--- config.mk ---
export PLATFORM = sky130hd
export DESIGN_NAME = http_message_framer_unit
export DESIGN_NICKNAME = d
export VERILOG_FILES = /design/src/rtl/hmf_pkg.sv /design/src/rtl/hmf_core.sv /design/src/rtl/http_message_framer_unit.sv
export SDC_FILE = /design/constraint.sdc
export NUM_CORES = 1
export LEC_CHECK = 0
export ABC_AREA = 0
export BUFFER_PORTS_ARGS = -buffer_cell sky130_fd_sc_hd__buf_2
export CORE_UTILIZATION = 40
export DETAILED_ROUTE_END_ITERATION = 8
export GPL_ROUTABILITY_DRIVEN = 0
export PLACE_DENSITY = 0.54
export SETUP_SLACK_MARGIN = 0.5
export SLEW_MARGIN = 20
export SYNTH_ARGS = -nofsm -noshare
export SYNTH_HDL_FRONTEND = slang
export SYNTH_SLANG_ARGS = --single-unit
--- constraint.sdc ---
create_clock -name clk -period 6.2 [get_ports clk]
set_input_delay 1.24 -clock clk [delete_from_list [all_inputs] [get_ports clk]]
set_output_delay 1.24 -clock clk [all_outputs]
set_load 0.03 [all_outputs]
--- src/rtl/hmf_pkg.sv ---
`timescale 1ns / 1ps
package hmf_pkg;
    localparam int LengthBitsDefault = 32;

    localparam logic [3:0] PART_FRAME  = 4'd0;
    localparam logic [3:0] PART_METHOD = 4'd1;
    localparam logic [3:0] PART_TARGET = 4'd2;
    localparam logic [3:0] PART_VER    = 4'd3;
    localparam logic [3:0] PART_CODE   = 4'd4;
    localparam logic [3:0] PART_REASON = 4'd5;
    localparam logic [3:0] PART_HDR    = 4'd6;
    localparam logic [3:0] PART_BLANK  = 4'd7;
    localparam logic [3:0] PART_BODY   = 4'd8;

    localparam logic [2:0] ERR_NONE   = 3'd0;
    localparam logic [2:0] ERR_PREFIX = 3'd1;
    localparam logic [2:0] ERR_DIGIT  = 3'd2;
    localparam logic [2:0] ERR_EOL    = 3'd3;
    localparam logic [2:0] ERR_NOLF   = 3'd4;
    localparam logic [2:0] ERR_NEG    = 3'd5;

    localparam logic [2:0] KIND_OTHER = 3'd0;
    localparam logic [2:0] KIND_CONN  = 3'd1;
    localparam logic [2:0] KIND_CLEN  = 3'd2;
    localparam logic [2:0] KIND_TENC  = 3'd3;
    localparam logic [2:0] KIND_EXP   = 3'd4;

    localparam logic REG_REQUEST_MODE = 1'b0;
    localparam logic REG_CONTINUE     = 1'b1;

    localparam logic [1:0] STAGE_FIRST = 2'd0;
    localparam logic [1:0] STAGE_HDR   = 2'd1;
    localparam logic [1:0] STAGE_BODY  = 2'd2;
    localparam logic [1:0] STAGE_CHUNK = 2'd3;

    localparam logic [7:0] CH_CR = 8'd13;
    localparam logic [7:0] CH_LF = 8'd10;
    localparam logic [7:0] CH_SP = 8'd32;
    localparam logic [7:0] CH_HT = 8'd9;

    typedef struct packed {
        logic [7:0] byte_out;
        logic [3:0] part;
        logic [2:0] header_kind;
        logic       line_end;
        logic [9:0] status_code;
        logic       message_done;
        logic       close_required;
        logic [2:0] error_code;
    } result_t;

    function automatic logic [7:0] to_lower(input logic [7:0] c);
        to_lower = (c >= 8'h41 && c <= 8'h5A) ? c + 8'd32 : c;
    endfunction

    function automatic logic [4:0] digit_of(input logic [7:0] c);
        if (c >= 8'h30 && c <= 8'h39) digit_of = 5'(c - 8'h30);
        else if (c >= 8'h41 && c <= 8'h46) digit_of = 5'(c - 8'h41 + 8'd10);
        else if (c >= 8'h61 && c <= 8'h66) digit_of = 5'(c - 8'h61 + 8'd10);
        else digit_of = 5'd16;
    endfunction

    function automatic logic [4:0] name_len(input logic [1:0] cand);
        unique case (cand)
            2'd0: name_len = 5'd10;
            2'd1: name_len = 5'd14;
            2'd2: name_len = 5'd17;
            default: name_len = 5'd6;
        endcase
    endfunction

    // Header name characters, lower case, by candidate and position
    function automatic logic [7:0] name_char(input logic [1:0] cand, input logic [4:0] pos);
        logic [135:0] s;
        logic [4:0]   n;
        logic [7:0]   sh;
        unique case (cand)
            2'd0: s = 136'("connection");
            2'd1: s = 136'("content-length");
            2'd2: s = 136'("transfer-encoding");
            default: s = 136'("expect");
        endcase
        n  = name_len(cand);
        sh = {n - 5'd1 - pos, 3'd0};
        name_char = (pos < n) ? 8'(s >> sh) : 8'd0;
    endfunction

    function automatic logic [3:0] value_len(input logic [1:0] cand);
        unique case (cand)
            2'd0: value_len = 4'd5;
            2'd1: value_len = 4'd0;
            2'd2: value_len = 4'd7;
            default: value_len = 4'd12;
        endcase
    endfunction

    function automatic logic [7:0] value_char(input logic [1:0] cand, input logic [3:0] pos);
        logic [95:0] s;
        logic [3:0]  n;
        logic [6:0]  sh;
        unique case (cand)
            2'd0: s = 96'("close");
            2'd1: s = '0;
            2'd2: s = 96'("chunked");
            default: s = 96'("100-continue");
        endcase
        n  = value_len(cand);
        sh = {n - 4'd1 - pos, 3'd0};
        value_char = (pos < n) ? 8'(s >> sh) : 8'd0;
    endfunction

    function automatic logic [7:0] prefix_char(input logic [4:0] pos);
        unique case (pos)
            5'd0: prefix_char = 8'h48;
            5'd1: prefix_char = 8'h54;
            5'd2: prefix_char = 8'h54;
            5'd3: prefix_char = 8'h50;
            5'd4: prefix_char = 8'h2F;
            default: prefix_char = 8'h00;
        endcase
    endfunction
endpackage

--- src/rtl/hmf_core.sv ---
`timescale 1ns / 1ps
module hmf_core
    import hmf_pkg::*;
#(
    parameter int LENGTH_BITS = LengthBitsDefault
)
(
    input  logic       clk,
    input  logic       rst_n,
    input  logic       step,
    input  logic [7:0] b,
    input  logic       request_mode,
    input  logic [1:0] continue_policy,
    output result_t    res
);
    localparam logic [LENGTH_BITS-1:0] LenMax = '1;

    logic [1:0]             stage_reg, stage_next;
    logic [3:0]             phase_reg, phase_next;
    logic [4:0]             npos_reg, npos_next;
    logic [3:0]             cand_reg, cand_next;
    logic [3:0]             vpos_reg, vpos_next;
    logic [LENGTH_BITS-1:0] num_reg, num_next;
    logic [LENGTH_BITS-1:0] rem_reg, rem_next;
    logic [9:0]             code_reg, code_next;
    logic close_reg, close_next, chunk_reg, chunk_next, exp_reg, exp_next;
    logic cont_reg, cont_next, vbeg_reg, vbeg_next, neg_reg, neg_next;
    logic [2:0] err_reg, err_next;

    logic [4:0] dig;
    logic [LENGTH_BITS+3:0] dec_prod, hex_prod;
    logic [LENGTH_BITS-1:0] dec_acc, hex_acc;
    logic [13:0] code_prod;
    logic [9:0]  code_sum;
    logic        eol;
    logic [2:0]  win;
    logic [7:0]  lb;
    result_t r;
    logic [2:0]  err;

    assign lb  = to_lower(b);
    assign dig = digit_of(b);
    assign eol = (b == CH_CR) || (b == CH_LF);
    assign win = cand_reg[0] ? 3'd0 : cand_reg[1] ? 3'd1 : cand_reg[2] ? 3'd2 :
                 cand_reg[3] ? 3'd3 : 3'd4;

    // Saturating constant-base accumulators
    assign dec_prod = {4'd0, num_reg} * 10 + (LENGTH_BITS+4)'(dig);
    assign hex_prod = {num_reg, 4'd0} + (LENGTH_BITS+4)'(dig);
    assign dec_acc  = (dec_prod > {4'd0, LenMax}) ? LenMax : dec_prod[LENGTH_BITS-1:0];
    assign hex_acc  = (hex_prod > {4'd0, LenMax}) ? LenMax : hex_prod[LENGTH_BITS-1:0];
    assign code_prod = {4'd0, code_reg} * 10 + 14'(dig);
    assign code_sum  = (code_prod > 14'd999) ? 10'd999 : code_prod[9:0];

    always_comb
    begin
        logic [3:0] cn;
        logic       hstart;
        stage_next = stage_reg; phase_next = phase_reg; npos_next = npos_reg;
        cand_next = cand_reg; vpos_next = vpos_reg; num_next = num_reg;
        rem_next = rem_reg; code_next = code_reg; close_next = close_reg;
        chunk_next = chunk_reg; exp_next = exp_reg; cont_next = cont_reg;
        vbeg_next = vbeg_reg; neg_next = neg_reg; err_next = err_reg;
        r = '0; r.byte_out = b; err = ERR_NONE; hstart = 1'b0; cn = cand_reg;
        if (err_reg != ERR_NONE)
        begin
            r.error_code = err_reg;
        end
        else
        begin
            unique case (stage_reg)
                STAGE_FIRST:
                begin
                    logic waitlf;
                    waitlf = 1'b0;
                    if (request_mode)
                    begin
                        if (phase_reg == 4'd0 || phase_reg == 4'd1)
                        begin
                            if (b == CH_SP)
                            begin
                                phase_next = phase_reg + 4'd1; npos_next = '0;
                            end
                            else if (eol) err = ERR_EOL;
                            else r.part = phase_reg + 4'd1;
                        end
                        else if (phase_reg == 4'd2)
                        begin
                            if (npos_reg > 5'd4 || b != prefix_char(npos_reg)) err = ERR_PREFIX;
                            else
                            begin
                                r.part = PART_VER; npos_next = npos_reg + 5'd1;
                                if (npos_reg == 5'd4) phase_next = 4'd3;
                            end
                        end
                        else if (phase_reg == 4'd3)
                        begin
                            if (b == CH_CR) phase_next = 4'd4;
                            else r.part = PART_VER;
                        end
                        else waitlf = 1'b1;
                    end
                    else
                    begin
                        if (phase_reg == 4'd0)
                        begin
                            if (npos_reg > 5'd4 || b != prefix_char(npos_reg)) err = ERR_PREFIX;
                            else
                            begin
                                r.part = PART_VER; npos_next = npos_reg + 5'd1;
                                if (npos_reg == 5'd4) phase_next = 4'd1;
                            end
                        end
                        else if (phase_reg == 4'd1)
                        begin
                            if (b == CH_SP) phase_next = 4'd2;
                            else if (eol) err = ERR_EOL;
                            else r.part = PART_VER;
                        end
                        else if (phase_reg == 4'd2 || phase_reg == 4'd3)
                        begin
                            if (b == CH_SP) phase_next = 4'd4;
                            else if (eol) err = ERR_EOL;
                            else if (phase_reg == 4'd2 && b == 8'h2B)
                            begin
                                r.part = PART_CODE; phase_next = 4'd3;
                            end
                            else if (dig >= 5'd10) err = ERR_DIGIT;
                            else
                            begin
                                code_next = code_sum; r.part = PART_CODE; phase_next = 4'd3;
                            end
                        end
                        else if (phase_reg == 4'd4)
                        begin
                            if (b == CH_CR) phase_next = 4'd5;
                            else r.part = PART_REASON;
                        end
                        else waitlf = 1'b1;
                    end
                    if (waitlf)
                    begin
                        if (b != CH_LF) err = ERR_NOLF;
                        else
                        begin
                            r.line_end = 1'b1;
                            if (!request_mode) r.status_code = code_reg;
                            stage_next = STAGE_HDR; phase_next = '0;
                            npos_next = '0; cand_next = 4'hF;
                        end
                    end
                end
                STAGE_HDR:
                begin
                    if (phase_reg == 4'd1) hstart = 1'b0;
                    if (phase_reg == 4'd2)
                    begin
                        if (b == CH_CR) phase_next = 4'd3;
                        else
                        begin
                            r.part = PART_HDR;
                            if (!vbeg_reg && b == CH_SP)
                            begin
                            end
                            else
                            begin
                                vbeg_next = 1'b1;
                                if (win == 3'd1)
                                begin
                                    if (vpos_reg == 4'd0 && (b == 8'h2D || b == 8'h2B))
                                    begin
                                        neg_next = (b == 8'h2D); vpos_next = 4'd1;
                                    end
                                    else
                                    begin
                                        vpos_next = 4'd1;
                                        if (dig >= 5'd10) err = ERR_DIGIT;
                                        else num_next = dec_acc;
                                    end
                                end
                                else if (win < 3'd4 && vpos_reg < value_len(win[1:0]))
                                begin
                                    if (lb == value_char(win[1:0], vpos_reg))
                                        vpos_next = vpos_reg + 4'd1;
                                    else vpos_next = 4'd15;
                                end
                            end
                        end
                    end
                    else if (phase_reg == 4'd3)
                    begin
                        if (b != CH_LF) err = ERR_NOLF;
                        else phase_next = 4'd4;
                    end
                    else if (phase_reg == 4'd4)
                    begin
                        if (b == CH_SP || b == CH_HT)
                        begin
                            cont_next = 1'b1; phase_next = 4'd2;
                        end
                        else
                        begin
                            logic [2:0] kind;
                            kind = KIND_OTHER;
                            if (win == 3'd0)
                            begin
                                kind = KIND_CONN;
                                if (vpos_reg == 4'd5) close_next = 1'b1;
                            end
                            else if (win == 3'd1)
                            begin
                                kind = KIND_CLEN;
                                if (neg_reg && num_reg != '0) err = ERR_NEG;
                                else rem_next = num_reg;
                            end
                            else if (win == 3'd2)
                            begin
                                kind = KIND_TENC;
                                if (vpos_reg == 4'd7) chunk_next = 1'b1;
                            end
                            else if (win == 3'd3 && vpos_reg == 4'd12 && continue_policy != 2'd0)
                            begin
                                kind = KIND_EXP; exp_next = 1'b1;
                            end
                            r.header_kind = kind; r.line_end = 1'b1; cont_next = 1'b0;
                            if (err == ERR_NONE) hstart = 1'b1;
                        end
                    end
                    else if (phase_reg == 4'd5)
                    begin
                        if (b != CH_LF) err = ERR_NOLF;
                        else
                        begin
                            r.part = PART_BLANK;
                            if ((exp_next && continue_policy >= 2'd2) ||
                                (rem_next == '0 && !chunk_next))
                                r.message_done = 1'b1;
                            else if (chunk_next)
                            begin
                                stage_next = STAGE_CHUNK; phase_next = '0; num_next = '0;
                            end
                            else
                            begin
                                stage_next = STAGE_BODY; phase_next = '0;
                            end
                        end
                    end
                    else if (phase_reg == 4'd1) hstart = 1'b0;
                    else hstart = 1'b1;

                    // Line start: blank line or a fresh header name
                    if (hstart)
                    begin
                        if (b == CH_CR)
                        begin
                            r.part = PART_BLANK; phase_next = 4'd5;
                        end
                        else
                        begin
                            phase_next = 4'd1; cand_next = 4'hF; cn = 4'hF;
                            vpos_next = '0; vbeg_next = 1'b0; neg_next = 1'b0;
                            num_next = '0; cont_next = 1'b0;
                        end
                    end
                    // Header name byte
                    if ((phase_reg == 4'd1 || (hstart && b != CH_CR)) && err == ERR_NONE)
                    begin
                        logic [4:0] p;
                        p = hstart ? 5'd0 : npos_reg;
                        if (eol) err = ERR_EOL;
                        else
                        begin
                            r.part = PART_HDR;
                            for (int i = 0; i < 4; i++)
                            begin
                                if (b == 8'h3A)
                                begin
                                    if (p < name_len(2'(i))) cn[i] = 1'b0;
                                end
                                else if (cn[i] && p < name_len(2'(i)) &&
                                         lb != name_char(2'(i), p))
                                    cn[i] = 1'b0;
                            end
                            cand_next = cn;
                            if (b == 8'h3A) phase_next = 4'd2;
                            else npos_next = (p < 5'd31) ? p + 5'd1 : p;
                            if (hstart && b == 8'h3A) npos_next = 5'd0;
                        end
                    end
                end
                STAGE_BODY:
                begin
                    r.part = PART_BODY;
                    if (rem_reg > '0) rem_next = rem_reg - 1'b1;
                    if (rem_reg <= 1) r.message_done = 1'b1;
                end
                default:
                begin
                    if (phase_reg == 4'd0 || phase_reg == 4'd1)
                    begin
                        if (b == 8'h3B) phase_next = 4'd2;
                        else if (b == CH_CR) phase_next = 4'd3;
                        else if (phase_reg == 4'd0 && b == 8'h2B) phase_next = 4'd1;
                        else if (dig >= 5'd16) err = ERR_DIGIT;
                        else
                        begin
                            num_next = hex_acc; phase_next = 4'd1;
                        end
                    end
                    else if (phase_reg == 4'd2)
                    begin
                        if (b == CH_CR) phase_next = 4'd3;
                    end
                    else if (phase_reg == 4'd3)
                    begin
                        if (b != CH_LF) err = ERR_NOLF;
                        else
                        begin
                            if (num_reg == '0) phase_next = 4'd7;
                            else
                            begin
                                rem_next = num_reg; phase_next = 4'd4;
                            end
                            num_next = '0;
                        end
                    end
                    else if (phase_reg == 4'd4)
                    begin
                        r.part = PART_BODY;
                        if (rem_reg > '0) rem_next = rem_reg - 1'b1;
                        if (rem_reg <= 1) phase_next = 4'd5;
                    end
                    else if (phase_reg == 4'd5 || phase_reg == 4'd7)
                    begin
                        if (b != CH_CR) err = ERR_NOLF;
                        else phase_next = phase_reg + 4'd1;
                    end
                    else if (phase_reg == 4'd6)
                    begin
                        if (b != CH_LF) err = ERR_NOLF;
                        else phase_next = '0;
                    end
                    else
                    begin
                        if (b != CH_LF) err = ERR_NOLF;
                        else r.message_done = 1'b1;
                    end
                end
            endcase
            // Finish a message: report close and clear per-message state
            if (err == ERR_NONE && r.message_done)
            begin
                r.close_required = close_next;
                stage_next = STAGE_FIRST; phase_next = '0; npos_next = '0;
                cand_next = 4'hF; vpos_next = '0; num_next = '0; rem_next = '0;
                code_next = '0; close_next = 1'b0; chunk_next = 1'b0; exp_next = 1'b0;
                cont_next = 1'b0; vbeg_next = 1'b0; neg_next = 1'b0;
            end
            // Latch an error and hold state
            if (err != ERR_NONE)
            begin
                r = '0; r.byte_out = b; r.error_code = err; err_next = err;
                stage_next = stage_reg; phase_next = phase_reg; npos_next = npos_reg;
                cand_next = cand_reg; vpos_next = vpos_reg; num_next = num_reg;
                rem_next = rem_reg; code_next = code_reg; close_next = close_reg;
                chunk_next = chunk_reg; exp_next = exp_reg; cont_next = cont_reg;
                vbeg_next = vbeg_reg; neg_next = neg_reg;
            end
        end
    end

    assign res = r;

    always_ff @(posedge clk or negedge rst_n)
    begin
        if (!rst_n)
        begin
            stage_reg <= STAGE_FIRST; phase_reg <= '0; npos_reg <= '0; cand_reg <= 4'hF;
            vpos_reg <= '0; num_reg <= '0; rem_reg <= '0; code_reg <= '0;
            close_reg <= 1'b0; chunk_reg <= 1'b0; exp_reg <= 1'b0; cont_reg <= 1'b0;
            vbeg_reg <= 1'b0; neg_reg <= 1'b0; err_reg <= ERR_NONE;
        end
        else if (step)
        begin
            stage_reg <= stage_next; phase_reg <= phase_next; npos_reg <= npos_next;
            cand_reg <= cand_next; vpos_reg <= vpos_next; num_reg <= num_next;
            rem_reg <= rem_next; code_reg <= code_next; close_reg <= close_next;
            chunk_reg <= chunk_next; exp_reg <= exp_next; cont_reg <= cont_next;
            vbeg_reg <= vbeg_next; neg_reg <= neg_next; err_reg <= err_next;
        end
    end
endmodule

--- src/rtl/http_message_framer_unit.sv ---
`timescale 1ns / 1ps
// Input transfer to result passes the input register, then the result register.
// One byte per cycle unless the output stalls; parse state takes one step per byte.
// Reset (rst_n, asynchronous, active low): parser at the start of a first line,
// request_mode 1, continue_policy 0, error latch cleared, both stages empty.
module http_message_framer_unit
    import hmf_pkg::*;
#(
    parameter int LENGTH_BITS = LengthBitsDefault
)
(
    input  logic        clk,
    input  logic        rst_n,
    input  logic        s_axis_tvalid,
    output logic        s_axis_tready,
    input  logic [7:0]  s_axis_tdata,   // [7:0] data_byte
    output logic        m_axis_tvalid,
    input  logic        m_axis_tready,
    output logic [39:0] m_axis_tdata,   // byte_out, part, header_kind, line_end,
                                        // status_code, message_done, close_required,
                                        // error_code (lowest first), zero fill
    input  logic        cfg_valid,
    output logic        cfg_ready,
    input  logic        cfg_index,
    input  logic [1:0]  cfg_data
);
    logic       in_vld_reg;
    logic [7:0] in_byte_reg;
    logic       out_vld_reg;
    result_t    out_reg;
    logic       request_mode_reg;
    logic [1:0] continue_policy_reg;
    result_t    res;
    logic       step, out_free;

    assign out_free      = !out_vld_reg || m_axis_tready;
    assign step          = in_vld_reg && out_free;
    assign s_axis_tready = !in_vld_reg || out_free;
    assign cfg_ready     = 1'b1;

    hmf_core #(.LENGTH_BITS(LENGTH_BITS)) u_core
    (
        .clk(clk), .rst_n(rst_n), .step(step), .b(in_byte_reg),
        .request_mode(request_mode_reg), .continue_policy(continue_policy_reg),
        .res(res)
    );

    // Configuration writes
    always_ff @(posedge clk or negedge rst_n)
    begin
        if (!rst_n)
        begin
            request_mode_reg    <= 1'b1;
            continue_policy_reg <= 2'd0;
        end
        else if (cfg_valid)
        begin
            unique case (cfg_index)
                REG_REQUEST_MODE: request_mode_reg <= cfg_data[0];
                default:          continue_policy_reg <= cfg_data;
            endcase
        end
    end

    // Input register and result register
    always_ff @(posedge clk or negedge rst_n)
    begin
        if (!rst_n)
        begin
            in_vld_reg  <= 1'b0;
            out_vld_reg <= 1'b0;
        end
        else
        begin
            if (s_axis_tready) in_vld_reg <= s_axis_tvalid;
            if (out_free) out_vld_reg <= step;
        end
    end

    always_ff @(posedge clk)
    begin
        if (s_axis_tready && s_axis_tvalid) in_byte_reg <= s_axis_tdata;
        if (step) out_reg <= res;
    end

    assign m_axis_tvalid = out_vld_reg;
    assign m_axis_tdata  = {9'd0, out_reg.error_code, out_reg.close_required,
                            out_reg.message_done, out_reg.status_code, out_reg.line_end,
                            out_reg.header_kind, out_reg.part, out_reg.byte_out};

`ifndef SYNTHESIS
    a_close_with_done: assert property (@(posedge clk) disable iff (!rst_n)
        m_axis_tvalid && out_reg.close_required |-> out_reg.message_done)
        else $error("close without message end");
    a_err_quiet: assert property (@(posedge clk) disable iff (!rst_n)
        m_axis_tvalid && out_reg.error_code != ERR_NONE |-> out_reg.part == PART_FRAME)
        else $error("error result carries a part");
    a_step_fills: assert property (@(posedge clk) disable iff (!rst_n)
        step |=> m_axis_tvalid)
        else $error("result lost");
`endif
endmodule
==> reports/results.ini, run 1 <==
[placed_design]
place_ws_ps=300.5
numPlacedInstances=2710
port_buffers=48
hpwl_mm=43.77

[detailed_routing]
first_iter_violations=1684
viasPerCell=6.318
drc_errors=0
wl_per_cell_um=21.32
ant_nets=0
dr.pass1.iters=8
wl_mm=58.56
vias=17360

[floorplanning]
start_util_pct=40.54
io_pins=59
dieArea_mm2=0.04334
core_area_mm2=0.04195
fp.dieW_um=208.2
std_cell_rows=75
die_y_um=208.2

[synthesis]
syn_area_per_cell_um2=7.698
synth_top_cell_by_area=dfrtp_1
yosysMostFrequentCell=nand2_1
syn_inst=2209
ys.flop_type=dfrtp_1
yosysWarnings=0
async_flop_share_pct=73.10
synth_top_area_share_pct=14.86
ys_ff_latch=145
synthTopCellsByArea=dfrtp_1 (15%), ha_1 (10%), edfxtp_1 (6.9%), nand2_1 (5.0%), a21oi_1 (4.6%)
yosysSeqAreaShare_pct=22.52
yosys.cell_types.count=108
syn_area_mm2=0.01701
synthTopCellsByCount=nand2_1 (225), nor2_1 (203), a21oi_1 (155), o21ai_0 (151), ha_1 (139)
synth_edf_count=39

[power_and_ir_drop]
swShare_pct=53.96
p_per_area_mw_per_mm2=515.2
p_int_uw=4364
p_leak_uw=0.007387
ir_drop_uv=211.8
pwr-share-clk_pct=11.7
p_seq_share_pct=18.5
switching_power_uw=5116
combPwrFrac_pct=69.9

[timing]
skew_ps=15.48
tightest_slew_ps=1179
fmax_mhz=184.7
rsz0062_at_grt=true
drv_slew=0
setup_viol=0
setup_ws_ps=784.5
finalHoldViolations=0
fin_setup_tns_ps=0
period_minus_slack_ps=5416
maxSlewHeadroom_pct=20.65
fin_crit_sh_pct=87.35

[global_routing]
grt_max_degree=64
grt.total_usage_pct=26.81
antenna_found_initial=0
grt_pass1_vias=16440
grt_use_met1_pct=33.60
use_met3_pct=3.608
grt_pass1_wl_mm=92.10
top_usage_layer=met2
grt_remaining_overflow=0
met2_usage_pct=46.07

[worst_setup_path]
critPathMaxStageDelay_ps=580
cp-end-kind=register
path_cells=nor2b_1 -> o21bai_1 -> inv_1 -> ha_2 -> o41ai_4 -> or2_2 -> a311oi_2 -> o21a_2 -> nand2_1 -> ha_2 -> nor2_1 -> o211a_1 -> a211o_1 -> mux2i_1 -> mux2i_1 -> nor4b_1 -> a211oi_1 -> o31ai_1 -> nand4_1 -> a31oi_1
crit_arrival_ps=5830
worstSetupStartpointType=register
critical_path_class=reg2reg
cp.required_ps=6610
critPathSlowestCell=dfstp_2
path_max_fanout=10

[layout]
multiInputGateArea_mm2=0.01235
finalNetCount=2354
fillers=4271
seq_area_mm2=0.003830
instances_no_fill=2747
syn2layout_area_growth_pct=8.197
drive_above_1_share_pct=10.65

[clock_tree]
cts.sinks=145
cts_max_level=4
tritoncts=yes
ctsLongestPathBuffers=2
numCtsBuffers=17
clock_latency_ps=490
path_clk_slew_ps=70
clockRootBuffer=clkbuf_16
cts_hold_buffers=0

[worst_hold_path]
worst_hold_path_type=reg2reg

[job]
maxCapViolCount=0

[status]
status=completed

-- power groups by stage --
stage | combinational [uW] | clock (uW) | sequential [uW]
after floorplan | 5000 | 0 | 1550
after global placement | 6400 | 0 | 1750
after detailed placement | 6480 | 0 | 1760
after CTS | 6520 | 1130 | 1740
after global routing | 7300 | 1170 | 1780
final | 6620 | 1110 | 1750
-- layout make-up --
| cell class | count | share of cell area, % |
|---|---|---|
| inverter | 88 | 1.795 |
| multi-input combinational | 1847 | 67.13 |
| timing repair buffer | 95 | 3.325 |
| sequential | 145 | 20.82 |
| antenna | 1 | 0.01360 |
| tap | 539 | 3.665 |
| clock buffer | 17 | 2.312 |
| clock inverter | 15 | 0.9385 |
-- critical path, delay by kind of cell (launching register included) --
family	cells	cell delay, ps
multiplexers	2	380
buffers and inverters	1	180
AO/OA/AOI/OAI	9	2130
flip-flops	1	580
AND/OR/NAND/NOR	6	1420
adder cells (fa/ha/maj)	2	650
-- worst paths after layout --
path	slack (ps)	from	cells past startpoint	to
setup / recovery	780	u_core.cand_reg[3]	20	u_core.cand_reg[2]
hold / removal	500	in_vld_reg	1	m_axis_tvalid
setup reg to reg	780	u_core.cand_reg[3]	20	u_core.cand_reg[2]
hold reg to reg	500	in_vld_reg	1	m_axis_tvalid
max in group asynchronous	4010	rst_n	2	u_core.num_reg[13]
min in group asynchronous	790	rst_n	1	m_axis_tvalid
-- logic make-up (layout without fill, tap and decap cells) --
family / Yosys count / count (layout) / share of synthesized area [%]
xor+xnor: 114 / 114 / 5.872
flops: 145 / 145 / 22.52
other cells: 2 / 11 / 0.04416
buf+inv: 225 / 215 / 5.754
fa+ha+maj: 144 / 144 / 10.82
simple gates: 856 / 856 / 25.36
compound gates: 686 / 686 / 27.00
mux: 37 / 37 / 2.627
-- per-layer routing --
layer	vias to the layer above	part of all wire, %
li1	8155	-
met1	8379	42
met2	683	48
met3	139	5.6
met4	0	3.5
met5	-	0
-- cell usage in the layout, fill, tap and decap left out, types with 47 or more instances in the layout --
cell type,synthesis,routed
xnor2_1,65,65
nand2_1,225,224
buf_2,33,47
dfrtp_1,101,101
o21ai_0,151,149
nor2_1,203,203
inv_1,86,86
a21oi_1,155,155
ha_1,139,134
nand3_1,71,70
nor3_1,72,72
xor2_1,49,49
-- repair_timing --
item / in CTS / in global routing
endpoints found under the hold margin: 0 / 0
buffers inserted: 3 / 1
gates resized for setup: 5 / 14
setup endpoints to repair: 23 / 34
pin swaps: 0 / 1
-- per-stage QoR --
stage | hold slack [ps] | total power, uW | cell area [um2] | util, %
3_5_place_dp | 479.7 | 8233 | 17680 | 42.14
4_1_cts | 498.8 | 9387 | 18320 | 43.68
6_report | 497.3 | 9480 | 18400 | 43.86
5_1_grt | 507.4 | 10250 | 18400 | 43.86
2_1_floorplan | 437.1 | 6545 | 17040 | -
3_3_place_gp | 470.5 | 8153 | 17670 | 42.12
Note: power is estimated with default switching activity, not from simulation.
==> run 2, diff against run 1 <==
--- a/config.mk
+++ b/config.mk
@@ -10,6 +10,7 @@
 export CORE_UTILIZATION = 40
 export DETAILED_ROUTE_END_ITERATION = 8
 export GPL_ROUTABILITY_DRIVEN = 0
+export GPL_TIMING_DRIVEN = 0
 export PLACE_DENSITY = 0.54
 export SETUP_SLACK_MARGIN = 0.5
 export SLEW_MARGIN = 20
==> run 2 against run 1 <==
  * Utilization is 1.8 points higher
  * Fmax is 0.81% lower
  * Combinational power is 5.0% higher
  * Routed wire length is 4.6% higher
  * Sequential power is 5% lower
  * Register-to-register slack worse by 40 ps
  * Critical endpoint is now u_core.num_reg[13]
==> reports/results.ini, run 2 (synthesis gave the netlist of run 1 again) <==
[floorplanning]
std_cell_rows=75  ; unchanged
start_util_pct=40.54  ; unchanged
core_area_mm2=0.04195  ; unchanged
fp.dieW_um=208.2  ; unchanged
io_pins=59  ; unchanged
die_y_um=208.2  ; unchanged
dieArea_mm2=0.04334  ; unchanged

[global_routing]
grt_max_degree=66  ; +3.1%
grt_pass1_vias=16940  ; +3.1%
grt_remaining_overflow=0  ; unchanged
grt.total_usage_pct=28.25  ; +1.4 points
grt_pass1_wl_mm=96.26  ; +4.5%
antenna_found_initial=0  ; unchanged

[power_and_ir_drop]
pwr-share-clk_pct=11.5  ; -0.2 points
p_leak_uw=0.007710  ; +4.4%
ir_drop_uv=190.8  ; -9.9%
p_per_area_mw_per_mm2=508.7  ; -1.3%
p_int_uw=4475  ; +2.5%
p_seq_share_pct=17.1  ; -1.4 points
combPwrFrac_pct=71.4  ; +1.5 points
switching_power_uw=5266  ; +2.9%
swShare_pct=54.06  ; +0.099 points

[job]
maxCapViolCount=0  ; unchanged

[clock_tree]
ctsLongestPathBuffers=2  ; unchanged
clockRootBuffer=clkbuf_16
numCtsBuffers=17  ; unchanged
cts_max_level=4  ; unchanged
tritoncts=yes
cts.sinks=145  ; unchanged
clock_latency_ps=500  ; about the same
path_clk_slew_ps=70  ; about the same
cts_hold_buffers=0  ; unchanged

[worst_setup_path]
reg2reg_slack_ps=740  ; -40 ps
cp-end-kind=register
path_cells=buf_6 -> buf_4 -> inv_4 -> ha_1 -> or3b_1 -> buf_6 -> nor3_4 -> a221oi_2 -> buf_4 -> o32ai_4 -> or2_4 -> inv_2 -> ha_1 -> a21o_1 -> nand3_2 -> a21oi_4 -> nand3_4 -> nor4_4 -> nand3_2 -> nor4_4 -> mux2_4 -> or3_1 -> a311oi_2 -> a21oi_1
crit_family=simple AND/OR/NAND/NOR gates
critPathSlowestCell=edfxtp_1
critPathMaxStageDelay_ps=430  ; -150 ps
endpoint=u_core.num_reg[13]
rr_startpoint=in_byte_reg[0]
worstSetupStartpointType=register
path_max_fanout=10  ; unchanged
critical_path_class=reg2reg
critical_path.startpoint=in_byte_reg[0]
rr_worst_depth=24  ; +20%
cp.required_ps=6570  ; -40 ps
path_depth=24  ; +20%
crit_arrival_ps=5830  ; about the same
crit_buf_inv=6  ; +5
r2r_end=u_core.num_reg[13]

[layout]
syn2layout_area_growth_pct=12.60
antenna-diode-count=0  ; -1
finalNetCount=2470  ; +4.9%
drive_above_1_share_pct=13.04  ; +2.4 points
postLayoutCellArea_mm2=0.01915  ; +4.1%
final_common_cell=nand2_1
final_cell_mix=nand2_1 (223), nor2_1 (201), a21oi_1 (152)

[timing]
fin_crit_sh_pct=88.06  ; +0.71 points
setup_ws_ps=740.5  ; -43.99 ps
finalHoldViolations=0  ; unchanged
fmax_mhz=183.2  ; -0.81%
period_minus_slack_ps=5460  ; +43.99 ps
tightest_slew_ps=1134  ; -45.67 ps
drv_slew=0  ; unchanged
skew_ps=13.44  ; -2.038 ps
maxSlewHeadroom_pct=23.73  ; +3.1 points
rsz0062_at_grt=false
setup_viol=0  ; unchanged

[placed_design]
postPlaceCellArea_mm2=0.01801  ; +1.9%
hpwl_mm=46.75  ; +6.8%
port_buffers=48  ; unchanged
place_ws_ps=-1556  ; -1856 ps

[detailed_routing]
drc_errors=0  ; unchanged
first_iter_violations=1847  ; +9.7%
dr.pass1.iters=8  ; unchanged
ant_nets=0  ; unchanged
wl_per_cell_um=21.41  ; +0.44%
wl_mm=61.28  ; +4.6%
viasPerCell=6.187  ; -2.1%
vias=17710  ; +2.0%

[worst_hold_path]
worst_hold_path_type=reg2reg

[status]
status=completed

run 2: cell count changes in the layout (fill, tap and decap cells not counted), sizes merged:
cell      change
buf          +34
clkbuf       +83
clkinv        +1
clkinvlp      -1
diode         -1
inv           -1
run 2: what timing repair did:
item / in CTS / in global routing
buffers inserted: 10 / 13
resized for setup: 43 / 45
endpoints found under the setup margin: 57 / 46
pin swaps: 10 / 10
run 2: through the flow:
| stage | hold slack (ps) | util [%] | TNS [ps] | power, uW | cells |
|---|---|---|---|---|---|
| 3_5_place_dp | 477.3 | 42.95 | -43400 | 8272 | 2807 |
| 6_report | 483.1 | 45.65 | 0 | 9741 | 2862 |
| 4_1_cts | 488.6 | 45.05 | 0 | 9550 | 2849 |
| 5_1_grt | 535.0 | 45.65 | 0 | 10550 | 2862 |
| 2_1_floorplan | 437.1 | - | 0 | 6545 | 2217 |
| 3_3_place_gp | 467.2 | 42.80 | -42610 | 8170 | 2804 |
run 2: power by group through the flow:
| stage | combinational [uW] | sequential, uW | clock (uW) |
|---|---|---|---|
| after global routing | 7660 | 1700 | 1180 |
| after global placement | 6500 | 1670 | 0 |
| after CTS | 6740 | 1660 | 1150 |
| after floorplan | 5000 | 1550 | 0 |
| after detailed placement | 6600 | 1680 | 0 |
| final | 6950 | 1670 | 1120 |
run 2: area by class of cell:
type / count / area [um2]
buffer: 137 / 694.4
sequential: 145 / 3830
fill: 4309 / 22800
clock buffer: 18 / 439.2
tap: 539 / 674.4
clock inverter: 14 / 170.2
inverter: 88 / 334.1
multi-input combinational: 1847 / 12520
timing repair buffer: 74 / 484.2
run 2: routing by layer:
metal / up-vias / global-route usage [%] / wire length, um
met4: 0 / 10.29 / 2130
met3: 159 / 5.570 / 3852
met2: 664 / 46.77 / 28680
met5: - / 0 / 0
li1: 8383 / - / -
met1: 8500 / 36.36 / 26610
run 2: worst min path at each step:
stage	startpoint	endpoint	slack [ps]	cells past startpoint
finish	in_vld_reg	m_axis_tvalid	480	1
global route	in_vld_reg	m_axis_tvalid	530	1
CTS	in_vld_reg	m_axis_tvalid	490	1
detailed placement	in_vld_reg	m_axis_tvalid	480	1
global placement	in_vld_reg	m_axis_tvalid	470	1
floorplan	in_byte_reg[3]	m_axis_tdata[3]	440	0
